`config.mk`:
```
export PLATFORM = sky130hd
export DESIGN_NAME = alm_front
export DESIGN_NICKNAME = d
export VERILOG_FILES = /design/src/alm_pkg.sv /design/src/alm_front.sv
export SDC_FILE = /design/constraint.sdc
export NUM_CORES = 1
export LEC_CHECK = 0
export BUFFER_PORTS_ARGS = -buffer_cell sky130_fd_sc_hd__buf_2
export CORE_MARGIN = 3
export CORE_UTILIZATION = 52
export CTS_CLUSTER_SIZE = 25
export DETAILED_ROUTE_END_ITERATION = 7
export HOLD_SLACK_MARGIN = 0.1
export PLACE_DENSITY = 0.78
export SYNTH_ARGS = -nofsm -noshare
export SYNTH_HDL_FRONTEND = slang
export SYNTH_SLANG_ARGS = --single-unit
```
`constraint.sdc`:
```
create_clock -name clk -period 6.03 [get_ports clk]
set_input_delay 1.206 -clock clk [delete_from_list [all_inputs] [get_ports clk]]
set_output_delay 1.206 -clock clk [all_outputs]
set_load 0.05 [all_outputs]
```
`src/alm_pkg.sv`:
```
package alm_pkg;

    localparam int TABLE_DEPTH = 16;
    localparam int IDX_W = (TABLE_DEPTH > 1) ? $clog2(TABLE_DEPTH) : 1;
    localparam int CNT_W = $clog2(TABLE_DEPTH + 1);
    localparam logic [31:0] MIN_ID = 32'd1000;

    localparam logic [1:0] FN_TICK = 2'd0;
    localparam logic [1:0] FN_INSERT = 2'd1;
    localparam logic [1:0] FN_DELETE = 2'd2;
    localparam logic [1:0] FN_UNUSED = 2'd3;

    localparam logic [1:0] TK_ONESHOT = 2'd0;
    localparam logic [1:0] TK_PERIODIC = 2'd1;
    localparam logic [1:0] TK_WEEKLY = 2'd2;
    localparam logic [1:0] TK_UNUSED = 2'd3;

    localparam logic [1:0] ACT_ON = 2'd0;
    localparam logic [1:0] ACT_OFF = 2'd1;
    localparam logic [1:0] ACT_TOGGLE = 2'd2;
    localparam logic [1:0] ACT_NONE = 2'd3;

    localparam logic [2:0] RK_FIRED = 3'd0;
    localparam logic [2:0] RK_DONE = 3'd1;
    localparam logic [2:0] RK_INSERTED = 3'd2;
    localparam logic [2:0] RK_REJECTED = 3'd3;
    localparam logic [2:0] RK_DELETED = 3'd4;
    localparam logic [2:0] RK_NOT_FOUND = 3'd5;
    localparam logic [2:0] RK_FULL = 3'd6;

    localparam logic [2:0] REG_ACTIVE_LEVEL = 3'd0;

    typedef enum logic [1:0] {
        OP_TICK,
        OP_INSERT,
        OP_DELETE,
        OP_REJECT
    } op_t;

    typedef enum logic [1:0] {
        ST_IDLE,
        ST_WALK,
        ST_FIND,
        ST_EXEC
    } state_t;

    typedef struct packed {
        logic [1:0]  func;
        logic [31:0] alarm_id;
        logic [1:0]  timer_kind;
        logic [1:0]  action;
        logic [31:0] time_value;
        logic [6:0]  weekday_mask;
        logic [2:0]  weekday;
        logic [4:0]  hour;
        logic [5:0]  minute;
        logic [5:0]  second;
    } in_word_t;

    typedef struct packed {
        logic [2:0]  kind;
        logic [31:0] alarm_id_res;
        logic [1:0]  fired_action;
        logic        removed;
        logic        switch_on;
        logic        pin_level;
        logic [4:0]  entry_count;
        logic        last;
    } out_word_t;

    typedef struct packed {
        logic     valid;
        op_t      op;
        in_word_t word;
    } q_head_t;

    typedef struct packed {
        logic [31:0] ident;
        logic [1:0]  kind;
        logic [1:0]  action;
        logic [31:0] tval;
        logic [31:0] mark;
        logic [6:0]  days;
        logic [4:0]  hour;
        logic [5:0]  minute;
    } entry_t;

    function automatic logic apply_act(input logic sw, input logic [1:0] act);
        logic r;
        r = sw;
        case (act)
            ACT_ON: r = 1'b1;
            ACT_OFF: r = 1'b0;
            ACT_TOGGLE: r = ~sw;
            default: r = sw;
        endcase
        return r;
    endfunction

endpackage

```
`src/alm_front.sv`:
```
module alm_front (
    input  logic              clk,
    input  logic              rst_n,
    input  logic              in_valid,
    output logic              in_ready,
    input  alm_pkg::in_word_t in_data,
    output alm_pkg::q_head_t  head,
    input  logic              pop
);
    import alm_pkg::*;

    q_head_t    q_reg [2];
    q_head_t    item;
    logic       wr_ptr_reg;
    logic       rd_ptr_reg;
    logic [1:0] cnt_reg;
    logic       push;

    // Static checks are done here; the one-shot time check needs the live timestamp.
    always_comb
    begin
        item.valid = 1'b1;
        item.word = in_data;
        case (in_data.func)
            FN_TICK: item.op = OP_TICK;
            FN_DELETE: item.op = OP_DELETE;
            FN_INSERT:
            begin
                if (in_data.alarm_id < MIN_ID || in_data.timer_kind == TK_UNUSED ||
                    (in_data.timer_kind == TK_WEEKLY && in_data.weekday_mask == 7'd0))
                    item.op = OP_REJECT;
                else
                    item.op = OP_INSERT;
            end
            default: item.op = OP_REJECT;
        endcase
    end

    assign in_ready = (cnt_reg != 2'd2);
    assign push = in_valid && in_ready;

    always_comb
    begin
        head = q_reg[rd_ptr_reg];
        head.valid = (cnt_reg != 2'd0);
    end

    always_ff @(posedge clk)
    begin
        if (push)
            q_reg[wr_ptr_reg] <= item;
    end

    always_ff @(posedge clk or negedge rst_n)
    begin
        if (!rst_n)
        begin
            wr_ptr_reg <= 1'b0;
            rd_ptr_reg <= 1'b0;
            cnt_reg <= 2'd0;
        end
        else
        begin
            if (push)
                wr_ptr_reg <= ~wr_ptr_reg;
            if (pop)
                rd_ptr_reg <= ~rd_ptr_reg;
            cnt_reg <= cnt_reg + {1'b0, push} - {1'b0, pop};
        end
    end

endmodule

```
=== After elaboration in Yosys (flattened, before gate mapping) ===
Memories as Yosys holds them, arrays and structs flattened.
Cells that the tools add are included.

* Bits in latches: 0
* ROM bits: 0
* Logic and storage cells: 25
* Register bits after elaboration: 4
* Bits of input ports: 101
* Memories kept: 1
* Output and inout bits: 101
* Bits in writable memories: 198

{| class="wikitable"
|+ Memory list
! memory !! depth !! width !! rd ports !! clocked after Yosys merged registers in !! wr ports !! RTL line !! source
|-
| q_reg || 2 || 99 || 1 || 0 || 1 || alm_front.sv:12 || <nowiki>q_head_t q_reg [2];</nowiki>
|}

* Muxes and demuxes: 4
* Magnitude comparators: 1
* Reductions and logical operators: 7
* Equality and inequality tests: 5
* Bitwise operators: 2
* Div/mod/pow operators: 0
* Shift-type cells: 0
* Multipliers: 0
* $add $sub $neg: 2

{| class="wikitable"
|+ Operators by type and width
! kind !! number
|-
| $lt A32 B10 Y1 const B || 1
|-
| $logic_not A7 Y1 || 1
|-
| $eq A2 B2 Y1 const B || 3
|-
| $pmux W2 S3 || 1
|-
| $add A2 B1 Y2 || 1
|-
| $eq A2 B1 Y1 const B || 1
|-
| $logic_and A1 B1 Y1 || 2
|-
| $logic_not A2 Y1 || 1
|-
| $logic_or A1 B1 Y1 || 2
|-
| $mux W1 || 2
|-
| $mux W2 || 1
|-
| $ne A2 B2 Y1 const B || 1
|-
| $not A1 Y1 || 2
|-
| $reduce_bool A2 Y1 || 1
|-
| $sub A2 B1 Y2 || 1
|}

=== Depth between registers and ports, before layout ===
* Depth after elaboration: 5
* Mapped depth: 7
* Mapped depth without buffers: 7

=== Worst setup path before layout ===
OpenSTA, ideal clock, no wires.

* Path kind: input to register
* Start: in in_valid
* End: mem q_reg[0][0] in the netlist's numbering, enable pin
* Path slack: 0.026 ns
* Data arrival time: 5.446 ns
* Buffers on the path: 0
* Data required time: 5.472 ns
* Library setup time: 0.558 ns
* Stages: 2
* Cells stage by stage: nand2_1 -> nor2_1

* Word-level cells in the longest chain between the ends: 3

{| class="wikitable"
|+ Ends and longest elaborated chain
! element !! RTL line !! source
|-
| from (decl) || alm_front.sv:4 || <nowiki>input logic in_valid,</nowiki>
|-
| $logic_and A1 B1 Y1 || alm_front.sv:40 || <nowiki>assign push = in_valid && in_ready;</nowiki>
|-
| $mux W1 || alm_front.sv:50 || <nowiki>if (push)</nowiki>
|-
| $mux W1 (implied by the code) || alm_front.sv:51 || <nowiki>q_reg[wr_ptr_reg] <= item;</nowiki>
|-
| to (decl) || alm_front.sv:12 ||
|}

No other way between the ends.

==> impl_metrics.csv <==
group,metric,value,unit
setup_path,max_stage_delay,0.79,ns
pwr,p_sw,2170,µW
grt,met1_usage,21.7,%
setup_path,cp.required,4.82,ns
setup_path,startpoint_type,"register",
pwr,p_clk_share,20.7,%
floorplanning,dieArea,15900,µm²
hold_path,holdCritPathClass,"reg2reg",
setup_path,reg2regPathDepth,3,
floorplanning,die_h,126,µm
synth,synth-compound-area-share,0.318,%
floorplanning,num_rows,43,
clocking,cts_resized,0,
hold_path,holdPathEnd,"cnt_reg[0]",
run_status,status,"completed",
sta,clock_skew,0.0108,ns
sta,rsz0062_at_grt,"false",
synth,synth-warning-count,0,
setup_path,path_buf_inv,2,
pwr,vdd_drop_max,0.320,mV
run,drv_cap,0,
setup_path,path_cells,"buf_4, mux2_2, buf_2",
routing,firstDrtPassIters,4,
sta,slew_headroom,47.8,%
synth,yosys.area.top_type,"edfxtp_1",
grt,grt_first_pass_wirelength,21500,µm
synth,netlist_top_cells_area,"edfxtp_1, mux2_2, buf_6",
sta,finalCriticalPeriod,3.87,ns
setup_path,worst_r2r_startpoint,"cnt_reg[1]",
setup_path,crit_slowest_cell,"dfrtp_4",
sta,setup_tns,0,ns
pwr,seq_power_share,38.7,%
layout,n_antenna_cell,0,
synth,syn_area_per_cell,21.9,µm²
pwr,power.internal,3130,µW
setup_path,critPathMaxFanout,58,
synth,synth-simple-area-share,1.42,%
sta,timing.hold.ws,0.520,ns
clocking,cts_setup_buffers,0,
synth,synth_ff_type,"edfxtp_1",
grt,met3_usage,4.79,%
grt,grt_overflow,0,
clocking,htree_levels,1,
placed_design,port_buffers,201,
layout,final_common_cell,"buf_2",
clocking,numCtsBuffers,21,
setup_path,path_class,"reg2out",
clocking,clockRootBuffer,"clkbuf_16",
synth,synth-edff-count,198,
synth,ys_ff_latch,202,
synth,yosys.area_share.xor_xnor,0.468,%
pwr,power_density,575,nW/µm²
pwr,p_comb_share,40.7,%
floorplanning,start_util,53.5,%
sta,period_share,64.2,%
synth,yosysSeqAreaShare,80.8,%
synth,synth_top_family_by_area,"multiplexers",
setup_path,crit_family,"buffers and inverters",
synth,syn-cell-area,7480,µm²
grt,antenna_found_initial,1,
synth,muxShareOfSynthArea,14.9,%
synth,synthesis.nets,444,
synth,synth_cell_type_count,22,
sta,setup_viol,0,
routing,wire_per_inst,18.3,µm
synth,async_flop_share,1.98,%
routing,routed_wl,13700,µm
routing,viasPerCell,5.17,
floorplanning,core_area,14000,µm²
clocking,hold_buffers,0,
sta,max_slew.worst_pin.slew,0.783,ns
setup_path,r2r_slack,3.72,ns
grt,grt_usage,16.8,%
sta,max_freq,258,MHz
hold_path,hold_depth,1,
hold_path,hp-start,"cnt_reg[0]",
synth,synthAdderAreaFrac,0.334,%
placed_design,routabilityCongestion,0.801,
layout,n_fill_cell,963,
layout,largest_reg_flops,198,
pwr,p_leak,0.00343,µW
setup_path,crit_cells,3,
floorplanning,fp.dieW,126,µm
setup_path,crit_arrival,2.66,ns
clocking,cts_tree,"done",
routing,vias,3868,
synth,synth_cells,341,
sta,finalHoldViolCount,0,
layout,layout.nets,660,
grt,grt_max_degree,59,
clocking,clkTransAtPathRegs,0.06,ns
layout,fin_util,65.9,%
layout,final_cell_mix,"buf_2, edfxtp_1, mux2_2, clkbuf_16, clkbuf_1",
setup_path,r2r_end,"q_reg[1][87]",
floorplanning,pin_count,202,
sta,drv_slew,0,
routing,antenna_left,0,
pwr,switching_share,40.9,%
setup_path,end_kind,"output port",
grt,grt.busiest_layer,"met2",
placed_design,dp_hpwl,9210,µm
layout,drive_gt1_share,58.6,%
clocking,worstSkewPairLatency,0.47,ns
clocking,cts.sinks,202,
grt,grt_pass1_vias,4241,
clocking,clk_path_buf_depth,3,
synth,netlist.area_leader.share,79.5,%
routing,drc,0,
layout,layout-area-overhead-vs-synth,23.1,%
grt,use_met2,28.2,%
routing,drt_iter0_markers,214,
-- final cells by class --
class,count,area [µm²],share of cell area [%]
clock buffers,29,556,6.03
clock inverters,5,25.0,0.272
repair buffers,205,1040,11.2
flip-flops and latches,202,6050,65.7
inverters,1,3.75,0.0407
multi-input cells,126,1320,14.3
well taps,180,225,2.44
-- cell usage after synthesis (2+ instances only) --
master and count:
mux2_2 99, dfrtp_1 4, nand4_1 2, ha_1 2
xnor2_1 3, edfxtp_1 198, nor4_1 5, nand2_1 2
nor2_1 2, buf_6 11, nor3_1 2
-- routing by layer --
layer,vias to the layer above,wire [µm]
met5,-,13
met4,2,273
met3,25,1110
met2,160,6590
met1,1888,5710
li1,1793,-
-- through the flow --
stage / instance area [µm²] / setup WS, ns / cells / power [µW]
2_1_floorplan: 7480 / 0.0258 / 341 / 3860
3_3_place_gp: 8630 / 2.60 / 714 / 4220
3_5_place_dp: 8630 / 2.60 / 714 / 4250
4_1_cts: 9210 / 2.08 / 748 / 5360
5_1_grt: 9210 / 2.00 / 748 / 5530
6_report: 9210 / 2.16 / 748 / 5300
-- kinds of logic (layout without fill, tap and decap cells) --
group | after synthesis | after routing
compound gates | 3 | 3
buf+inv | 13 | 240
mux | 99 | 99
xor+xnor | 4 | 4
simple gates | 18 | 18
flops | 202 | 202
fa+ha+maj | 2 | 2
-- worst max-delay path by stage --
stage / end / from / slack, ns
6_report: head[0] / rd_ptr_reg / 2.16
5_1_grt: head[60] / rd_ptr_reg / 2.00
4_1_cts: head[71] / rd_ptr_reg / 2.08
3_5_place_dp: head[71] / rd_ptr_reg / 2.60
3_3_place_gp: head[71] / rd_ptr_reg / 2.60
2_1_floorplan: q_reg[0][0] / in_valid / 0.03
-- power groups by stage --
stage	clock [µW]	combinational, µW	sequential, µW
global placement	0	2160	2060
detailed placement	0	2170	2080
global route	1190	2260	2080
finish	1100	2160	2050
CTS	1130	2180	2050
floorplan	0	1820	2030
(Power assumes the default switching activity.)
